### config.mk
export PLATFORM = sky130hd
export DESIGN_NAME = lwr_ctrl
export DESIGN_NICKNAME = d
export VERILOG_FILES = /design/src/hw/rtl/lwr_pkg.sv /design/src/hw/rtl/lwr_ctrl.sv
export SDC_FILE = /design/constraint.sdc
export NUM_CORES = 1
export LEC_CHECK = 0
export ABC_AREA = 1
export BUFFER_PORTS_ARGS = -buffer_cell sky130_fd_sc_hd__buf_2
export CAP_MARGIN = 20
export CORE_AREA = 2 2 39 41
export DETAILED_ROUTE_END_ITERATION = 10
export DIE_AREA = 0 0 41 43
export GPL_ROUTABILITY_DRIVEN = 0
export MAX_ROUTING_LAYER = met4
export RECOVER_POWER = 50
export SLEW_MARGIN = 0
export SYNTH_ARGS = -nofsm -noshare
export SYNTH_HDL_FRONTEND = slang
export SYNTH_SLANG_ARGS = --single-unit
### constraint.sdc
create_clock -name clk -period 1.38 [get_ports clk]
set_input_delay 0.276 -clock clk [delete_from_list [all_inputs] [get_ports clk]]
set_output_delay 0.276 -clock clk [all_outputs]
set_load 0.01 [all_outputs]
### src/hw/rtl/lwr_pkg.sv
// shared types and constants for the longest window within range block
// no dependencies; imported by every other file of the block except lwr_ram

package lwr_pkg;

    // sequence and value sizing
    localparam int MAX_LEN    = 1024;
    localparam int VALUE_BITS = 32;
    localparam int SAMPLE_W   = 32;
    localparam int LEN_W      = 11;
    localparam int POS_W      = $clog2(MAX_LEN + 1);
    localparam int IDX_W      = $clog2(MAX_LEN);
    localparam int ENTRY_W    = POS_W + VALUE_BITS;

    // configuration port
    localparam int CFG_W      = 32;
    localparam int APB_ADDR_W = 3;
    localparam logic [APB_ADDR_W-3:0] REG_SPREAD_LIMIT = '0;

    // one deque entry
    typedef struct packed {
        logic [POS_W-1:0]      pos;
        logic [VALUE_BITS-1:0] val;
    } entry_t;

    // controller states
    typedef enum logic [2:0] {
        ST_IDLE,
        ST_POP,
        ST_PUSH,
        ST_TRIM,
        ST_DONE
    } state_t;

    // controller to datapath
    typedef struct packed {
        logic load;
        logic pop;
        logic push;
        logic trim;
        logic finish;
    } cmd_t;

    // datapath to controller
    typedef struct packed {
        logic full;
        logic any_pop;
        logic exceed;
        logic out_free;
    } status_t;

endpackage

### src/hw/rtl/lwr_ctrl.sv
// sequencer for one item: pop back entries, push, trim fronts, deliver result
// depends on lwr_pkg for state, command and status types

module lwr_ctrl import lwr_pkg::*; (
    input  logic    clk,
    input  logic    rst_n,
    input  logic    in_valid,
    output logic    in_ready,
    input  status_t status,
    output cmd_t    cmd
);

    state_t state_reg;
    state_t state_next;

    // state register
    always_ff @(posedge clk or negedge rst_n)
    begin
        if (!rst_n)
        begin
            state_reg <= ST_IDLE;
        end
        else
        begin
            state_reg <= state_next;
        end
    end

    // next state
    always_comb
    begin
        state_next = state_reg;
        case (state_reg)
            ST_IDLE:
            begin
                if (in_valid)
                begin
                    state_next = status.full ? ST_DONE : ST_POP;
                end
            end
            ST_POP:
            begin
                if (!status.any_pop)
                begin
                    state_next = ST_PUSH;
                end
            end
            ST_PUSH:
            begin
                state_next = ST_TRIM;
            end
            ST_TRIM:
            begin
                if (!status.exceed)
                begin
                    state_next = ST_DONE;
                end
            end
            ST_DONE:
            begin
                if (status.out_free)
                begin
                    state_next = ST_IDLE;
                end
            end
            default:
            begin
                state_next = ST_IDLE;
            end
        endcase
    end

    // outputs
    always_comb
    begin
        cmd      = '0;
        in_ready = 1'b0;
        case (state_reg)
            ST_IDLE:
            begin
                in_ready = 1'b1;
                cmd.load = in_valid;
            end
            ST_POP:
            begin
                cmd.pop = 1'b1;
            end
            ST_PUSH:
            begin
                cmd.push = 1'b1;
            end
            ST_TRIM:
            begin
                cmd.trim = 1'b1;
            end
            ST_DONE:
            begin
                cmd.finish = status.out_free;
            end
            default:
            begin
                cmd = '0;
            end
        endcase
    end

endmodule

Word-level counts from Yosys, hierarchy flattened
Cells that the tools add are included.
{"block": "totals", "reg_bits": 3, "latch_bits": 0, "ramBits": 0, "mem_bits_ro": 0, "in_bits": 7, "out_inout_bits": 6, "wordCells": 23, "mem_count": 0}
{"block": "classes", "n_addsub": 0, "n_mul": 0, "div": 0, "n_lt_le_gt_ge": 0, "eq_ne": 8, "shifts": 0, "mux": 12, "bitwise_logic": 0, "n_reduce_logical": 2}
{"op": "3-bit two-way mux", "n": 5}
{"op": "3-bit case mux with 5 select lines", "n": 1}
{"op": "2-bit != test, second input constant", "n": 4}
{"op": "3-bit by 2-bit equality test with 1-bit output, second input constant", "n": 2}
{"op": "1-bit two-way mux", "n": 6}
{"op": "4-bit AND reduction", "n": 1}
{"op": "3-bit by 1-bit equality test with 1-bit output, second input constant", "n": 1}
{"op": "3-bit equality test, second input constant", "n": 1}
{"op": "3-bit logical NOT", "n": 1}

Longest topological paths before layout
Gate-level depths: netlist of run 1.
{"block": "depth", "ltp_word": 3, "ltp_mapped": 7, "mapped_depth_nobuf": 7}

Worst setup path after synthesis of run 1
Ideal clock, no wire load.
{"block": "synth_timing", "path_type": "reg2out", "startpoint": "register state_reg[1]", "endpoint": "output cmd[0] (netlist bit)", "t_arrival_ns": 0.876, "slack_ns": 0.228, "stages_incl_launch_ff": 2, "n_path_buf": 0, "cell_sequence": "dfrtp_1 nor4_1"}
{"item": "start, declared", "line": "lwr_ctrl.sv:13", "source": "state_t state_reg;"}
{"item": "start signal, assigned", "line": "lwr_ctrl.sv:25", "source": "state_reg <= state_next;"}
{"item": "end, declared", "line": "lwr_ctrl.sv:10", "source": "output cmd_t cmd"}

==> results of run 1 <==
## what timing repair did
item                                    in CTS  in global routing
buffers inserted                             3                  0
endpoints found under the setup margin       3                  6
hold endpoints to repair                     3                  0
pin swaps                                    1                  0
gates cloned                                 0                  0
hold buffers                                 1                  0
resized for setup                            3                  3
## final cells by class
| cell class | instances | area, um^2 |
|---|---|---|
| Fill cell | 158 | 1010 |
| Multi-Input combinational cell | 25 | 126 |
| Timing Repair Buffer | 16 | 91.3 |
| Sequential cell | 3 | 77.6 |
| Inverter | 8 | 30.0 |
| Clock buffer | 4 | 26.3 |
| Tap cell | 16 | 20.0 |
## layout by cell type (no fill, tap or decap)
cell type      instances
o21bai_1               1
dfrtp_1                1
nor2_4                 1
dlygate4sd3_1          1
dfrtp_2                2
nor2_1                 4
nor2_2                 1
inv_1                  6
clkbuf_4               3
inv_2                  2
buf_2                 11
nand2_2                1
clkbuf_1               2
nand3_1                4
buf_4                  3
nand2_1               10
nand3_2                1
nand4_1                1
nor4_1                 1
## where the power goes
part / switching (W) / internal, W / leakage (nW)
combinational: 0.000249 / 0.000190 / 0.188
sequential: 0.0000511 / 0.000129 / 0.0361
clock: 0.0000454 / 0.000108 / 0.0150
## through the flow
stage	instance area (um^2)	util [%]
global route	372	26.9
CTS	367	26.5
floorplan	219	-
global placement	299	21.6
finish	372	26.9
detailed placement	299	21.6
## critical path, cell delays in order, from the launching register on
cell     delay (ns)
dfrtp_2        0.43
nor2_4         0.14
nand2_2        0.08
nor2_1         0.08
buf_2          0.13
## final timing paths
path,slack (ns),depth (start not counted),to
worst max-delay path,0.01,4,cmd[4]
worst min-delay path,0.35,3,state_reg[1]
worst max register to register,0.17,7,state_reg[2]
worst min register to register,0.60,2,state_reg[2]
max in group asynchronous,0.84,2,state_reg[0]
min in group asynchronous,0.37,2,state_reg[2]
## kinds of logic (layout without fill, tap and decap cells)
logic type | Yosys count | in the layout | share of synthesized area [%]
AO/OA/AOI/OAI | 1 | 1 | 3.43
flip-flops | 3 | 3 | 34.3
AND/OR/NAND/NOR | 24 | 24 | 48.6
buffers and inverters | 8 | 28 | 13.7
## routing by layer
layer | track usage (%) | vias up | routed length (um)
met4 | 12.0 | 0 | 33
met3 | 3.14 | 4 | 42
met5 | - | - | 0
met1 | 6.80 | 120 | 240
met2 | 12.8 | 12 | 296
li1 | - | 151 | -
==> flow_metrics.tcl, run 1 <==
set metrics [dict create \
    total_power_w 0.000772 \
    overflow 0 \
    cell_with_the_most_instances_after_synthesis "nand2_1" \
    clkTransAtPathRegs_ns 0.04 \
    synth_edf_count 0 \
    maxCapViolCount 0 \
    routed_wirelength_um 612 \
    worst_ir_drop_vdd_v 0.000713 \
    yosys_warnings 0 \
    setup_viols_final 0 \
    critPathMaxFanout 4 \
    design.die.area_mm2 0.00176 \
    vias_per_cell 3.99 \
    routed_wl_per_cell_um 8.50 \
    worstSetupEndpointType "output pin" \
    whs_ns 0.353 \
    synth_async_sr_flop_share_pct 100 \
    fin_nets 64 \
    cp_data_required_time_ns 1.10 \
    synth-main-ff-cell "dfrtp_1" \
    layout-area-overhead-vs-synth_pct 69.7 \
    final.setup.worst_slack_ns 0.0125 \
    worstPathArrival_ns 1.09 \
    grt_max_degree 7 \
    grt_use_total_pct 8.87 \
    dr.first_iter.drc_count 4 \
    fp.coreArea_mm2 0.00138 \
    floorplan.io_pins 13 \
    die_w_um 41 \
    final_period_minus_worst_setup_slack_ns 1.37 \
    antenna_violating_nets_post_route 0 \
    seq_area_frac_synth_pct 34.3 \
    min_from "status[1]" \
    final.setup_skew_ns 0.000742 \
    hpwl_um 444 \
    post-synth-top-area-cell "dfrtp_1" \
    top_cell_type_s_share_of_synthesized_area_pct 34.3 \
    finish.cell_count_without_fillers 72 \
    start_util_pct 15.8 \
    htreeDepth 1 \
    post_placement_worst_setup_slack_ns 0.193 \
    timing_worst_slew_pin_value_ns 0.201 \
    cts_made_buffers 3 \
    ys_seq_elements 3 \
    leakage_nw 0.239 \
    synth_top_cells_by_count "nand2_1 (11), inv_1 (7), nand3_1 (5)" \
    result_of_the_run "complete, no violations" \
    placement.io_buffers 12 \
    synth.distinct_cells 10 \
    syn-cell-area_um2 219 \
    timing.final.max_slew_violations 0 \
    timing.hold.worst.class "primary input to register" \
    min_period_over_period_pct 99.1 \
    share_of_layout_cells_above_drive_strength_1_pct 44.6 \
    post-place-cells 64 \
    startpoint_type "register" \
    post_synth_inst_count 36 \
    tritoncts "yes" \
    post_synth.cell_area_avg_um2 6.08 \
    grt_antenna_before_repair 0 \
    clkLatencyLatePin_ns 0.23 \
    setup_total_negative_slack_ns 0 \
    startpoint_of_the_most_critical_setup_path "state_reg[1]" \
    largest_register_ffs 3 \
    std_cell_rows 14 \
    clkSinkCount 3 \
    post_synth_main_area_contributors "dfrtp_1 (34%), nand2_1 (19%), inv_1 (12%)" \
    die_h_um 43 \
    setup.worst_path.class "register to output pin" \
    number_of_global_route_vias_before_repair 246 \
    clock-root-buffer "clkbuf_4" \
    grt_first_pass_wirelength_um 890 \
    worstReg2RegStart "state_reg[0]" \
    via_count 287 \
    drt_first_pass_iters 3 \
    drc 0 \
    fmax_mhz 731 \
    num_antenna_cells 0 \
    final-hold-violation-count 0 \
    grt_setup_unrepaired "yes" \
    syn-num-nets 43 \
    timing.max_slew.rel_slack_pct 86.5 \
    ctsLongestPathBuffers 2 \
    power.density_cell_area_mw_per_mm2 2080 \
]
Power figures use the tool's default switching activity.
==> run 2, diff against run 1 <==
Settings changed: CTS_BUF_LIST set to sky130_fd_sc_hd__clkbuf_4, CTS_CLUSTER_SIZE set to 40.
==> run 2 against run 1 <==
Wire length rose by 1.5%. Global-route usage unchanged. Clock power up 14%. Critical endpoint unchanged.
==> flow_metrics.tcl, run 2 (same netlist as run 1, synthesis figures left out) <==
set metrics [dict create \
    final.setup_skew_ns 0.000276 \
    layout-area-overhead-vs-synth_pct 71.4 \
    final_period_minus_worst_setup_slack_ns 1.37 \
    via_count 284 \
    design.die.area_mm2 0.00176 \
    grt_setup_unrepaired "yes" \
    vias_per_cell 3.94 \
    grt_use_total_pct 8.87 \
    num_antenna_cells 0 \
    fp.coreArea_mm2 0.00138 \
    share_of_layout_cells_above_drive_strength_1_pct 46.4 \
    final.setup.worst_slack_ns 0.0112 \
    clkSinkCount 3 \
    antenna_violating_nets_post_route 0 \
    fill_cells 158 \
    cts_made_buffers 3 \
    largest_register_ffs 3 \
    sequential_cell_area_um2 77.6 \
    dpl_cell_area_um2 299 \
    total_power_w 0.000793 \
    timing.max_slew.rel_slack_pct 86.5 \
    layout_common_cells "buf_2 (11), nand2_1 (10), inv_1 (6)" \
    finish.cell_count_without_fillers 72 \
    grt_antenna_before_repair 0 \
    setup_viols_final 0 \
    clkTransAtPathRegs_ns 0.04 \
    setup_total_negative_slack_ns 0 \
    worst_ir_drop_vdd_v 0.000717 \
    grt_first_pass_wirelength_um 890 \
    floorplan.io_pins 13 \
    overflow 0 \
    hpwl_um 444 \
    post_placement_worst_setup_slack_ns 0.193 \
    power.density_cell_area_mw_per_mm2 2110 \
    drt_first_pass_iters 3 \
    final-hold-violation-count 0 \
    timing.final.max_slew_violations 0 \
    worstSetupEndpointType "output pin" \
    setup.worst_path.class "register to output pin" \
    routed_wl_per_cell_um 8.63 \
    fmax_mhz 731 \
    die_w_um 41 \
    start_util_pct 15.8 \
    clock-root-buffer "clkbuf_4" \
    leakage_nw 0.242 \
    ctsLongestPathBuffers 2 \
    fin_nets 64 \
    timing.hold.worst.class "primary input to register" \
    drc 0 \
    result_of_the_run "complete, no violations" \
    post-place-cells 64 \
    worstPathArrival_ns 1.09 \
    grt_max_degree 7 \
    tritoncts "yes" \
    die_h_um 43 \
    dr.first_iter.drc_count 4 \
    startpoint_type "register" \
    timing_worst_slew_pin_value_ns 0.201 \
    routed_wirelength_um 621 \
    htreeDepth 1 \
    min_period_over_period_pct 99.2 \
    placement.io_buffers 12 \
    critPathMaxFanout 4 \
    number_of_global_route_vias_before_repair 246 \
    post-route-cell-area_um2 375 \
    maxCapViolCount 0 \
    std_cell_rows 14 \
    multi_input_area_um2 126 \
    clkLatencyLatePin_ns 0.23 \
    layout.cells.most_common "buf_2" \
    cp_data_required_time_ns 1.10 \
]
==> run 2: cell count changes in the layout (fill, tap and decap cells not counted) <==
cell,before,now
clkbuf_1,2,1
clkbuf_4,3,4
==> run 2: repair_timing <==
item,4_1_cts,5_1_grt
endpoints found under the setup margin,3,6
cloned,0,0
endpoints found under the hold margin,3,0
resized for setup,3,3
pin swaps,1,0
buffers inserted,3,0
hold buffers,1,0
==> run 2: per-stage QoR <==
| step | util (%) | hold WS, ns |
|---|---|---|
| final | 27.1 | 0.352 |
| after global routing | 27.1 | 0.357 |
| after CTS | 26.8 | 0.345 |
| after detailed placement | 21.6 | 0.0723 |
| after global placement | 21.6 | 0.0720 |
| after floorplan | - | -0.0196 |
==> run 2: final cells by class <==
type	count	area share [%]
multi-input combinational	25	33.7
sequential	3	20.7
inverter	8	8.00
clock buffer	4	8.00
tap	16	5.33
timing repair buffer	16	24.3
==> run 2: worst max-delay path, stage by stage, from the launching register on <==
cell,delay (ns)
dfrtp_2,0.43
nor2_4,0.14
nand2_2,0.08
nor2_1,0.08
buf_2,0.13
==> run 2: worst paths after layout <==
kind                         startpoint      endpoint  slack (ns)  cells after the start
min                           status[1]  state_reg[1]        0.35                      3
min reg2reg                state_reg[2]  state_reg[2]        0.60                      2
max in group asynchronous         rst_n  state_reg[0]        0.85                      2
max                        state_reg[1]        cmd[4]        0.01                      4
min in group asynchronous         rst_n  state_reg[2]        0.37                      2
max reg2reg                state_reg[0]  state_reg[2]        0.17                      7
==> run 2: metal layers <==
| layer | share of wire [%] | up-vias | track usage (%) |
|---|---|---|---|
| met5 | 0 | - | - |
| met4 | 5.3 | 0 | 12.0 |
| met3 | 7.2 | 4 | 3.14 |
| met2 | 48 | 13 | 12.8 |
| met1 | 39 | 117 | 6.80 |
| li1 | - | 150 | - |
==> run 2: report_power, final <==
| part | internal [W] | total (W) | switching [W] |
|---|---|---|---|
| combinational | 0.000190 | 0.000438 | 0.000249 |
| sequential | 0.000129 | 0.000180 | 0.0000510 |
| clock | 0.000128 | 0.000175 | 0.0000467 |
| total | 0.000447 | 0.000793 | 0.000346 |
